===== config.mk =====
export PLATFORM = sky130hd
export DESIGN_NAME = hmmd_decode
export DESIGN_NICKNAME = d
export VERILOG_FILES = /design/src/rtl/core/hmmd_pkg.sv /design/src/rtl/core/hmmd_decode.sv
export SDC_FILE = /design/constraint.sdc
export NUM_CORES = 1
export LEC_CHECK = 0
export ABC_AREA = 1
export BUFFER_PORTS_ARGS = -buffer_cell sky130_fd_sc_hd__buf_4
export CAP_MARGIN = 0
export CORE_UTILIZATION = 36
export DETAILED_ROUTE_END_ITERATION = 8
export PLACE_DENSITY_LB_ADDON = 0.2
export SYNTH_ARGS = -nofsm -noshare
export SYNTH_HDL_FRONTEND = slang
export SYNTH_SLANG_ARGS = --single-unit

===== constraint.sdc =====
create_clock -name vclk -period 2.3
set_input_delay 0.575 -clock vclk [all_inputs]
set_output_delay 0.575 -clock vclk [all_outputs]
set_load 0.02 [all_outputs]

===== src/rtl/core/hmmd_pkg.sv =====
// ----------------------------------------------------------------------------
// hmmd_pkg
// Shared types and constants for the handheld memory map decoder.
// ----------------------------------------------------------------------------
package hmmd_pkg;

    localparam int CFG_INDEX_W = 2;
    localparam int CFG_DATA_W  = 3;

    localparam logic [CFG_INDEX_W-1:0] CFG_VIDEO_BANK = 2'd0;
    localparam logic [CFG_INDEX_W-1:0] CFG_WORK_BANK  = 2'd1;

    localparam logic [2:0] TGT_LOCAL    = 3'd0;
    localparam logic [2:0] TGT_CART_ROM = 3'd1;
    localparam logic [2:0] TGT_CART_RAM = 3'd2;
    localparam logic [2:0] TGT_SERIAL   = 3'd3;
    localparam logic [2:0] TGT_TIMER    = 3'd4;
    localparam logic [2:0] TGT_IRQ_FLAG = 3'd5;
    localparam logic [2:0] TGT_VIDEO    = 3'd6;
    localparam logic [2:0] TGT_UNMAPPED = 3'd7;

    localparam logic [7:0] FILL_NIBBLE = 8'h11;
    localparam logic [7:0] OPEN_BUS    = 8'hFF;

    typedef struct packed {
        logic        action;
        logic [15:0] bus_address;
        logic [7:0]  write_byte;
    } cmd_t;

    typedef struct packed {
        logic [7:0]  read_byte;
        logic [2:0]  target;
        logic [14:0] target_offset;
        logic        forward_write;
        logic [7:0]  forward_byte;
    } result_t;

    typedef struct packed {
        logic    ram_hit;
        logic    irq_hit;
        result_t resp;
    } dec_t;

endpackage


===== src/rtl/core/hmmd_decode.sv =====
// ----------------------------------------------------------------------------
// hmmd_decode
// Address decoder: maps one bus word onto the unified RAM, the interrupt
// enable byte, a forwarded target or a fixed read value.
// ----------------------------------------------------------------------------
module hmmd_decode #(
    parameter int WORK_BANKS  = 8,
    parameter int VIDEO_BANKS = 2,
    parameter int AW          = 16
) (
    input  hmmd_pkg::cmd_t  cmd,
    input  logic            video_bank,
    input  logic [2:0]      work_bank,
    output hmmd_pkg::dec_t  dec,
    output logic [AW-1:0]   mem_addr
);
    import hmmd_pkg::*;

    localparam int VRAM_BASE = WORK_BANKS * 4096;
    localparam int OAM_BASE  = VRAM_BASE + VIDEO_BANKS * 8192;
    localparam int HRAM_BASE = OAM_BASE + 256;

    logic [15:0] a;
    logic [7:0]  low;
    logic        wr;

    assign a   = cmd.bus_address;
    assign low = a[7:0];
    assign wr  = cmd.action;

    always_comb
    begin
        dec           = '0;
        mem_addr      = '0;
        if (a < 16'h8000)
        begin
            dec.resp.target        = TGT_CART_ROM;
            dec.resp.target_offset = a[14:0];
        end
        else if (a < 16'hA000)
        begin
            dec.ram_hit = 1'b1;
            mem_addr    = AW'(VRAM_BASE) + (AW'(video_bank) << 13) + AW'(a[12:0]);
        end
        else if (a < 16'hC000)
        begin
            dec.resp.target        = TGT_CART_RAM;
            dec.resp.target_offset = {2'b00, a[12:0]};
        end
        else if (a < 16'hD000)
        begin
            dec.ram_hit = 1'b1;
            mem_addr    = AW'(a[11:0]);
        end
        else if (a < 16'hE000)
        begin
            dec.ram_hit = 1'b1;
            mem_addr    = (AW'(work_bank) << 12) | AW'(a[11:0]);
        end
        else if (a < 16'hFE00)
        begin
            dec.ram_hit = 1'b1;
            mem_addr    = AW'(a[12:0]);
        end
        else if (a < 16'hFEA0)
        begin
            dec.ram_hit = 1'b1;
            mem_addr    = AW'(OAM_BASE) + AW'(a[7:0]);
        end
        else if (a < 16'hFF00)
        begin
            if (!wr)
                dec.resp.read_byte = {a[7:4], a[7:4]};
        end
        else if (a == 16'hFFFF)
        begin
            dec.irq_hit = 1'b1;
        end
        else if (a >= 16'hFF80)
        begin
            dec.ram_hit = 1'b1;
            mem_addr    = AW'(HRAM_BASE) + AW'(a[6:0]);
        end
        else
        begin
            dec.resp.target_offset = {7'd0, low};
            if (low == 8'h01 || low == 8'h02)
                dec.resp.target = TGT_SERIAL;
            else if (low >= 8'h04 && low <= 8'h07)
                dec.resp.target = TGT_TIMER;
            else if (low == 8'h0F)
                dec.resp.target = TGT_IRQ_FLAG;
            else if (low >= 8'h40 && low <= 8'h45)
                dec.resp.target = TGT_VIDEO;
            else
            begin
                dec.resp.target = TGT_UNMAPPED;
                if (!wr)
                    dec.resp.read_byte = OPEN_BUS;
            end
        end

        if (wr && dec.resp.target != TGT_LOCAL && dec.resp.target != TGT_UNMAPPED)
        begin
            dec.resp.forward_write = 1'b1;
            dec.resp.forward_byte  = cmd.write_byte;
        end
    end

endmodule


==> results of run 1 <==
metrics by stage:
step | instance area (um^2) | utilization (%)
CTS | 1820 | 93.6
detailed placement | 1630 | 83.7
floorplan | 827 | -
global placement | 1630 | 83.7
cell usage after synthesis:
cell | n | area share (%)
buf_4 | 4 | 4.1
o21ai_0 | 4 | 2.7
nor2_2 | 1 | 0.85
a21oi_1 | 9 | 6.1
nand3_1 | 10 | 6.8
nor3_2 | 1 | 1.4
a211oi_1 | 1 | 1.0
nand2_4 | 3 | 4.6
clkinv_2 | 1 | 0.68
nor3_1 | 10 | 6.8
clkbuf_1 | 1 | 0.51
buf_2 | 1 | 0.68
nor2_1 | 49 | 25
inv_1 | 31 | 16
nor2_4 | 2 | 3.1
nand3_2 | 1 | 1.4
o21ai_2 | 1 | 1.2
nand2_1 | 29 | 15
inv_2 | 2 | 1.0
nand2_2 | 2 | 1.7
cell families after synthesis:
logic type / Yosys count
simple gates: 108
buf+inv: 40
compound gates: 15
repair_timing:
item,in CTS
pin swaps,13
setup endpoints to repair,23
gates cloned,1
setup buffers,6
gates resized for setup,35
hold buffers,0
==> impl_metrics.py, run 1 <==
metrics = {
    "status": {
        "tool.error": "[ERROR DPL-0038] Utilization greater than 100%, impossible to legalize",
        "last-stage-reached": "global routing (5_1_grt)",
        "run_status": "aborted with a tool error",
    },
    "sta": {
        "grt-worst-endpoint": "dec[3]",
        "timing.worst_endpoint.kind": "top-level output",
    },
    "floorplan": {
        "die_width_um": 47.2,
        "placementRows": 16,
        "initial_utilization_pct": 38.0,
        "floorplan.die.height_um": 47.2,
        "pin_count": 82,
    },
    "place": {
        "dpl.cell_count": 291,
        "detailedPlace.worstSlack_ns": -0.127,
        "place_hpwl_um": 2610,
        "place_congestion": 0.948,
        "count_of_buffers_inserted_at_the_top_level_ports": 82,
    },
    "yosys": {
        "synth_nets": 192,
        "synth_cells": 163,
        "area_fraction_in_compound_gates_after_synthesis_pct": 11.0,
        "synth_mux_area_share_pct": 0,
        "ys_types": 20,
        "synthXorXnorAreaFrac_pct": 0,
        "synth.cell_area_um2": 737,
        "main_combinational_cell_family_by_area_after_synthesis": "simple AND/OR/NAND/NOR gates",
        "synth_simple_gate_area_share_pct": 66.2,
        "yosys.area_share.adder_pct": 0,
        "synth_sequential_area_ratio_pct": 0,
        "synthesis.yosys.warnings": 0,
        "postSynthAreaPerCell_um2": 4.52,
    },
    "grt": {
        "grt_max_degree": 9,
    },
}
==> run 2: changes to the inputs <==
--- a/config.mk
+++ b/config.mk
@@ -8,9 +8,10 @@
 export ABC_AREA = 1
 export BUFFER_PORTS_ARGS = -buffer_cell sky130_fd_sc_hd__buf_4
 export CAP_MARGIN = 0
-export CORE_UTILIZATION = 36
+export CORE_AREA = 2 2 63 65
 export DETAILED_ROUTE_END_ITERATION = 8
-export PLACE_DENSITY_LB_ADDON = 0.2
+export DIE_AREA = 0 0 65 67
+export PLACE_DENSITY_LB_ADDON = 0.15
 export SYNTH_ARGS = -nofsm -noshare
 export SYNTH_HDL_FRONTEND = slang
 export SYNTH_SLANG_ARGS = --single-unit
==> run 2 against run 1 <==
Compared with the run above:
- the flow now finishes, with violations (setup timing)
- area after synthesis is the same
- synthesized cell count unchanged
==> impl_metrics.py, run 2 <==
metrics = {
    "grt": {
        "grt_antenna_before_repair": 0,
        "grt_max_degree": 9,
        "gr-total-overflow": 0,
        "number_of_global_route_vias_before_repair": 1212,
        "grt_first_pass_wirelength_um": 5200,
        "groute.usage.overall_pct": 14.3,
    },
    "sta": {
        "layout_min_cycle_time_ns": 2.33,
        "clock.fmax_ghz": 0.429,
        "timing_worst_slew_pin_value_ns": 0.267,
        "final.hold.worst_slack_ns": 1.45,
        "fin_ws_ns": -0.0327,
        "max_slew_margin_pct": 82.0,
        "rsz0062_at_grt": "true",
        "finalSetupViolations": 1,
        "slew_viol_final": 0,
        "finalHoldViolations": 0,
        "finalCritPeriodShare_pct": 101,
    },
    "detailed_routing": {
        "drt_first_pass_iters": 4,
        "vias_per_cell": 4.17,
        "met1Wirelength_um": 1390,
        "ant_nets": 0,
        "detail_route.iter0.violations": 14,
        "met2RoutedLength_um": 1710,
        "route.top_layer_used": "met4",
        "routed_wirelength_um": 3290,
        "wl_met3_um": 172,
        "routedWlPerCell_um": 10.2,
        "route.vias.total": 1338,
        "drc": 0,
    },
    "finish": {
        "final_common_cell": "buf_4",
        "post_route_cells_drive_above_1_share_pct": 63.0,
        "most_frequent_cells_in_the_layout": "99 x buf_4, 32 x nor2_1, 28 x inv_1",
        "n_clock_buffer": 0,
        "antenna-diode-count": 0,
        "post_layout_nonfiller_instances": 321,
        "design.final.nets": 304,
        "layout.sequential_cells": 0,
        "layout-area-overhead-vs-synth_pct": 169,
        "design_area_mm2": 0.00198,
        "seqCellArea_um2": 0,
    },
    "min_path": {
        "worst_hold_path_type": "input port to primary output",
        "min_to": "mem_addr[15]",
        "worstHoldStart": "cmd[22]",
        "holdPathStages": 3,
    },
    "place": {
        "detailedPlace.worstSlack_ns": -0.0973,
        "place_hpwl_um": 2730,
        "dpl.cell_count": 316,
        "count_of_buffers_inserted_at_the_top_level_ports": 82,
        "placement.cell_area_mm2": 0.00168,
        "place_congestion": 0.799,
    },
    "setup_path": {
        "worst-path-buf-inv": 4,
        "worst_path_max_delay_cell": "nand3_4",
        "timing.critical_path.fanout_max": 5,
        "cp_slowest_stage_delay_ns": 0.14,
        "worst_ep_arrival_time_ns": 1.76,
        "cp_capture_type": "primary output",
        "startpoint_type": "input port",
        "setup.worst_path.class": "input port to primary output",
        "worst_ep_required_time_ns": 1.73,
        "critical_path.top_delay_family": "simple AND/OR/NAND/NOR gates",
        "path_cells": "buf_4 -> inv_1 -> nand2_1 -> buf_4 -> nor2_1 -> nor2_1 -> nand2_1 -> nand2_2 -> nand3_4 -> nand2_8 -> nor2_2 -> buf_6",
    },
    "yosys": {
        "synth_nets": 192,
        "top_area_cell_type_share_of_the_netlist_area_pct": 25.0,
        "synth_sequential_area_ratio_pct": 0,
        "synthesis.yosys.warnings": 0,
        "netlist_top_cells_count": "49 x nor2_1, 31 x inv_1, 29 x nand2_1",
        "postSynthAreaPerCell_um2": 4.52,
        "synth.top_cells.by_area": "nor2_1 25%, inv_1 16%, nand2_1 15%",
        "cell_with_the_most_instances_after_synthesis": "nor2_1",
        "ys_types": 20,
        "synth_cells": 163,
        "synth_largest_area_cell": "nor2_1",
        "synth.cell_area_um2": 737,
    },
    "floorplan": {
        "core_area_mm2": 0.00361,
        "placementRows": 22,
        "floorplan.die.height_um": 67,
        "die_area_mm2": 0.00436,
        "pin_count": 82,
        "initial_utilization_pct": 20.4,
        "die_width_um": 65,
    },
    "status": {
        "run_status": "complete, but fails checks",
        "violations": "setup timing",
    },
    "power_and_ir_drop": {
        "power.density_mw_per_mm2": 177,
        "total_leakage_power_uw": 0.00110,
        "peakVddDrop_uv": 66.6,
    },
    "job": {
        "cap_viol_max_count": 0,
    },
    "cts": {
        "cts_hold_buf": 0,
    },
}
run 2: cells by family after synthesis:
kind of cell | Yosys count | share of synthesized area, %
and+or+nand+nor | 108 | 66.2
buffers and inverters | 40 | 22.7
AOI/OAI and AO/OA | 15 | 11.0
run 2: area by class of cell:
type | count | area, um^2
Inverter | 34 | 129
Tap cell | 48 | 60.1
Fill cell | 391 | 1620
Multi-Input combinational cell | 124 | 863
Timing Repair Buffer | 115 | 931
run 2: per-stage QoR:
step	utilization, %	power [uW]	TNS (ns)
floorplan	-	151	-0.522
global placement	46.6	309	-1.01
detailed placement	46.6	308	-1.01
CTS	50.2	329	-0.0145
global route	55.0	381	-0.728
finish	55.0	352	-0.0327
run 2: worst max-delay path by stage:
stage | slack (ns) | start | end | cells past startpoint
floorplan | -0.15 | cmd[15] | dec[34] | 8
global placement | -0.08 | cmd[19] | dec[8] | 11
detailed placement | -0.1 | cmd[18] | dec[8] | 11
CTS | -0.01 | cmd[21] | dec[7] | 10
global route | -0.12 | cmd[23] | dec[0] | 10
finish | -0.03 | cmd[11] | dec[0] | 12
run 2: repair_timing:
| item | CTS | global route |
|---|---|---|
| setup endpoints to repair | 24 | 33 |
| resized for setup | 22 | 42 |
| setup buffers | 4 | 1 |
| gates cloned | 1 | 0 |
| pin swaps | 9 | 17 |
run 2: power breakdown:
group | leakage [uW] | switching [uW] | internal [uW]
combinational | 0.00110 | 188 | 164
sequential | 0 | 0 | 0
clock | 0 | 0 | 0
total | 0.00110 | 188 | 164
run 2: metal layers:
layer  up-vias  GRT usage (%)
met1       579           18.5
met3         2           1.01
met4         0              0
met2        40           27.2
li1        717              -
met5         -              0
(Power assumes the default switching activity.)
==> run 3: changes to the inputs <==
--- a/config.mk
+++ b/config.mk
@@ -6,11 +6,11 @@
 export NUM_CORES = 1
 export LEC_CHECK = 0
 export ABC_AREA = 1
-export BUFFER_PORTS_ARGS = -buffer_cell sky130_fd_sc_hd__buf_4
 export CAP_MARGIN = 0
 export CORE_AREA = 2 2 63 65
 export DETAILED_ROUTE_END_ITERATION = 8
 export DIE_AREA = 0 0 65 67
+export DONT_BUFFER_PORTS = 1
 export PLACE_DENSITY_LB_ADDON = 0.15
 export SYNTH_ARGS = -nofsm -noshare
 export SYNTH_HDL_FRONTEND = slang
==> run 3 against run 2 <==
Compared with the run above:
- the run now ends clean
- combinational power is 38% lower
- cell area is 40% lower
- worst setup slack better by 0.14 ns
- worst hold slack worse by 0.22 ns
- cell count is 23% lower
- sequential share of layout area stayed put
- critical path depth is 4 lower
- global-route usage is 2.6 points lower
- largest cell class is now multi-input combinational cells
==> impl_metrics.py, run 3 (synthesized netlist as in run 2, its figures left out) <==
metrics = {
    "finish": {
        "seqCellArea_um2": 0,
        "layout.sequential_cells": 0,
        "final_common_cell": "buf_4",
        "most_frequent_cells_in_the_layout": "40 x buf_4, 39 x nor2_1, 31 x inv_1",
        "n_clock_buffer": 0,
        "antenna-diode-count": 0,
        "layout-area-overhead-vs-synth_pct": 61.5,
        "design.final.nets": 229,
        "post_route_cells_drive_above_1_share_pct": 37.9,
    },
    "sta": {
        "max_slew_margin_pct": 72.1,
        "layout_min_cycle_time_ns": 2.20,
        "final.hold.worst_slack_ns": 1.23,
        "finalCritPeriodShare_pct": 95.5,
        "rsz0062_at_grt": "true",
        "finalHoldViolations": 0,
        "slew_viol_final": 0,
        "clock.fmax_ghz": 0.455,
        "timing_worst_slew_pin_value_ns": 0.417,
        "finalSetupViolations": 0,
    },
    "floorplan": {
        "initial_utilization_pct": 20.4,
        "die_width_um": 65,
        "pin_count": 82,
        "core_area_mm2": 0.00361,
        "die_area_mm2": 0.00436,
        "floorplan.die.height_um": 67,
        "placementRows": 22,
    },
    "setup_path": {
        "setup.worst_path.class": "input port to primary output",
        "worst_ep_arrival_time_ns": 1.62,
        "cp_capture_type": "primary output",
        "startpoint_type": "input port",
        "timing.critical_path.fanout_max": 9,
        "worst_ep_required_time_ns": 1.73,
    },
    "detailed_routing": {
        "routed_wirelength_um": 2750,
        "route.vias.total": 1072,
        "met2RoutedLength_um": 1390,
        "route.top_layer_used": "met3",
        "wl_met3_um": 231,
        "met1Wirelength_um": 1130,
        "vias_per_cell": 4.36,
        "ant_nets": 0,
        "drc": 0,
        "detail_route.iter0.violations": 41,
        "drt_first_pass_iters": 4,
        "routedWlPerCell_um": 11.2,
    },
    "job": {
        "cap_viol_max_count": 0,
    },
    "place": {
        "place_congestion": 0.781,
        "count_of_buffers_inserted_at_the_top_level_ports": 0,
        "place_hpwl_um": 2430,
    },
    "cts": {
        "cts_hold_buf": 0,
    },
    "grt": {
        "grt_antenna_before_repair": 0,
        "number_of_global_route_vias_before_repair": 974,
        "gr-total-overflow": 0,
        "grt_max_degree": 11,
        "grt_first_pass_wirelength_um": 4240,
        "groute.usage.overall_pct": 11.6,
    },
    "status": {
        "run_status": "finished, final reports clean",
    },
    "min_path": {
        "worst_hold_path_type": "input port to primary output",
    },
    "power_and_ir_drop": {
        "power.density_mw_per_mm2": 182,
        "peakVddDrop_uv": 61.1,
        "total_power_uw": 217,
        "total_leakage_power_uw": 0.000660,
    },
}
## run 3: cell type report
class,instances,area [um^2]
Fill cell,410,2420
Tap cell,48,60.1
Timing Repair Buffer,41,320
Multi-Input combinational cell,123,681
Inverter,34,129
## run 3: final timing paths
path	slack, ns	startpoint	to	cells past startpoint
min	1.23	cmd[23]	dec[22]	1
max	0.10	cmd[20]	dec[1]	8
## run 3: repair_timing
| action | in CTS | in global routing |
|---|---|---|
| setup buffers | 0 | 1 |
| endpoints found under the setup margin | 0 | 28 |
| resized for setup | 0 | 6 |
## run 3: worst max-delay path: stages
cell and delay (ns):
nand2_1 0.07, nor2_4 0.18, nand2_4 0.11, o21ai_2 0.14, inv_2 0.06, nor2_4 0.13, nand2_8 0.12, nor2_2 0.24
## run 3: where the power goes
part	total (uW)	switching, uW	internal [uW]	leakage, uW
sequential	0	0	0	0
combinational	217	140	77.5	0.000660
clock	0	0	0	0
total	217	140	77.5	0.000660
## run 3: metal layers
metal / global-route usage, % / vias to the layer above
met2: 22.4 / 40
met4: 0 / 0
met5: 0 / -
li1: - / 560
met3: 1.69 / 0
met1: 14.4 / 472
## run 3: per-stage QoR
stage	utilization (%)	setup slack (ns)	TNS, ns	instances	cell area, um^2
6_report	33.0	0.104	0	246	1190
5_1_grt	33.0	0.00393	0	246	1190
4_1_cts	32.2	0.0188	0	245	1160
3_5_place_dp	32.2	0.0241	0	245	1160
3_3_place_gp	32.2	0.0467	0	245	1160
2_1_floorplan	-	-0.152	-0.522	163	827
==> run 4: changes to the inputs <==
--- a/config.mk
+++ b/config.mk
@@ -5,7 +5,6 @@
 export SDC_FILE = /design/constraint.sdc
 export NUM_CORES = 1
 export LEC_CHECK = 0
-export ABC_AREA = 1
 export CAP_MARGIN = 0
 export CORE_AREA = 2 2 63 65
 export DETAILED_ROUTE_END_ITERATION = 8
==> run 4 against run 3 <==
Compared with the run above:
- the flow now finishes with violations (setup timing)
- cell count shrank 22%
- die area is the same
- first-iteration DRC count shrank 76%
- critical endpoint is now dec[2]
- largest cell class unchanged
- largest power group unchanged
==> impl_metrics.py, run 4 <==
metrics = {
    "status": {
        "run_status": "complete, but fails checks",
        "violations": "setup timing",
    },
    "place": {
        "place_congestion": 0.791,
        "count_of_buffers_inserted_at_the_top_level_ports": 0,
        "dpl.cell_count": 188,
        "placement.cell_area_mm2": 0.00103,
        "place_hpwl_um": 2300,
    },
    "sta": {
        "final.hold.worst_slack_ns": 1.23,
        "clock.fmax_ghz": 0.420,
        "rsz0062_at_grt": "true",
        "layout_min_cycle_time_ns": 2.38,
        "fin_ws_ns": -0.0783,
        "slew_viol_final": 0,
        "finalCritPeriodShare_pct": 103,
        "timing_worst_slew_pin_value_ns": 0.669,
        "finalHoldViolations": 0,
        "max_slew_margin_pct": 54.9,
        "finalSetupViolations": 17,
    },
    "min_path": {
        "min_to": "dec[23]",
        "holdPathStages": 1,
        "worstHoldStart": "cmd[23]",
        "worst_hold_path_type": "input port to primary output",
    },
    "setup_path": {
        "startpoint_type": "input port",
        "worst_path_max_delay_cell": "or3_4",
        "worst-path-buf-inv": 3,
        "timing.critical_path.fanout_max": 5,
        "critical_path_cell_count": 7,
        "cp_slowest_stage_delay_ns": 0.39,
        "critical_path.top_delay_family": "simple AND/OR/NAND/NOR gates",
        "path_cells": "or3_4 -> buf_6 -> nor2_4 -> buf_6 -> a31oi_4 -> a21oi_2 -> buf_6",
        "setup.worst_path.class": "input port to primary output",
        "worst_ep_required_time_ns": 1.73,
        "critPathMostFrequentCell": "buf_6",
        "cp_capture_type": "primary output",
        "worst_ep_arrival_time_ns": 1.80,
    },
    "yosys": {
        "synth_sequential_area_ratio_pct": 0,
        "synth_cells": 117,
        "cell_with_the_most_instances_after_synthesis": "and2_1",
        "netlist_top_cells_count": "21 x and2_1, 13 x a21oi_1, 11 x nand3_1",
        "ys_types": 38,
        "synthesis.yosys.warnings": 0,
        "synth.cell_area_um2": 726,
        "synth_largest_area_cell": "and2_1",
        "synth.top_cells.by_area": "and2_1 18%, a21oi_1 9.0%, nand3_1 7.6%",
        "synth_nets": 146,
        "postSynthAreaPerCell_um2": 6.20,
        "top_area_cell_type_share_of_the_netlist_area_pct": 18.1,
    },
    "power_and_ir_drop": {
        "total_leakage_power_uw": 0.000471,
        "peakVddDrop_uv": 51.1,
        "power.density_mw_per_mm2": 161,
    },
    "floorplan": {
        "pin_count": 82,
        "initial_utilization_pct": 20.1,
        "core_area_mm2": 0.00361,
        "floorplan.die.height_um": 67,
        "die_width_um": 65,
        "placementRows": 22,
        "die_area_mm2": 0.00436,
    },
    "grt": {
        "grt_first_pass_wirelength_um": 4480,
        "grt_max_degree": 17,
        "gr-total-overflow": 0,
        "grt_antenna_before_repair": 0,
        "groute.usage.overall_pct": 12.6,
        "number_of_global_route_vias_before_repair": 1003,
    },
    "detailed_routing": {
        "met2RoutedLength_um": 1540,
        "detail_route.iter0.violations": 10,
        "route.top_layer_used": "met3",
        "drc": 0,
        "routedWlPerCell_um": 15.7,
        "wl_met3_um": 266,
        "vias_per_cell": 5.16,
        "drt_first_pass_iters": 4,
        "route.vias.total": 995,
        "met1Wirelength_um": 1220,
        "ant_nets": 0,
        "routed_wirelength_um": 3030,
    },
    "finish": {
        "most_frequent_cells_in_the_layout": "27 x buf_4, 18 x and2_1, 11 x nand3_1",
        "post_layout_nonfiller_instances": 193,
        "seqCellArea_um2": 0,
        "antenna-diode-count": 0,
        "layout-area-overhead-vs-synth_pct": 64.5,
        "design.final.nets": 176,
        "post_route_cells_drive_above_1_share_pct": 44.1,
        "design_area_mm2": 0.00119,
        "layout.sequential_cells": 0,
        "multi_input_area_um2": 788,
        "filler_cell_count": 394,
        "n_clock_buffer": 0,
        "final_common_cell": "buf_4",
    },
    "job": {
        "cap_viol_max_count": 0,
    },
}
-- run 4: cell types whose count changed in the layout (fill, tap and decap cells not counted), sizes merged, moves of 3 or more --
cell    previous run  this run
inv               33         7
nand2b             0         4
nor3              11         1
nand4              0         3
and2               0        21
nand2             34         4
o21ai              5         8
nor2              52         9
a21oi              9        13
buf               41        35
-- run 4: per-stage QoR --
step | util [%] | power, uW | worst slack, ns | setup TNS [ns]
final | 33.1 | 192 | -0.0783 | -0.853
after global routing | 33.1 | 204 | -0.125 | -1.58
after CTS | 31.1 | 184 | -0.0846 | -0.978
after detailed placement | 28.6 | 173 | -0.165 | -2.49
after global placement | 28.6 | 172 | -0.0922 | -1.35
after floorplan | - | 130 | -0.179 | -3.43
-- run 4: report_power, final --
part / total, uW / internal, uW / switching (uW)
sequential: 0 / 0 / 0
clock: 0 / 0 / 0
combinational: 192 / 73.5 / 119
-- run 4: layout make-up --
type	count	share of cell area, %
inverters	7	2.20
multi-input cells	103	66.0
well taps	48	5.03
repair buffers	35	26.7
-- run 4: cells by family (layout without fill, tap and decap cells) --
kind of cell / Yosys count / count (layout) / synth area share, %
AND/OR/NAND/NOR: 67 / 67 / 55.9
AO/OA/AOI/OAI: 34 / 35 / 32.8
buffers and inverters: 15 / 42 / 10.2
XOR/XNOR: 1 / 1 / 1.21
-- run 4: worst max-delay path by stage --
stage | startpoint | end
after CTS | cmd[17] | dec[33]
after global routing | cmd[12] | dec[8]
final | cmd[12] | dec[2]
after global placement | cmd[12] | dec[4]
after floorplan | cmd[23] | dec[31]
after detailed placement | cmd[12] | dec[33]
-- run 4: metal layers --
metal  vias up  global-route usage (%)
met4         0                       0
met3         0                    2.03
met1       458                    14.7
met2        56                    25.3
met5         -                       0
li1        481                       -
-- run 4: repair_timing --
| action | CTS | global route |
|---|---|---|
| gates resized for setup | 14 | 14 |
| setup buffers | 2 | 2 |
| gates cloned | 1 | 0 |
| hold buffers | 0 | 0 |
| setup endpoints to repair | 18 | 21 |
| pin swaps | 6 | 6 |
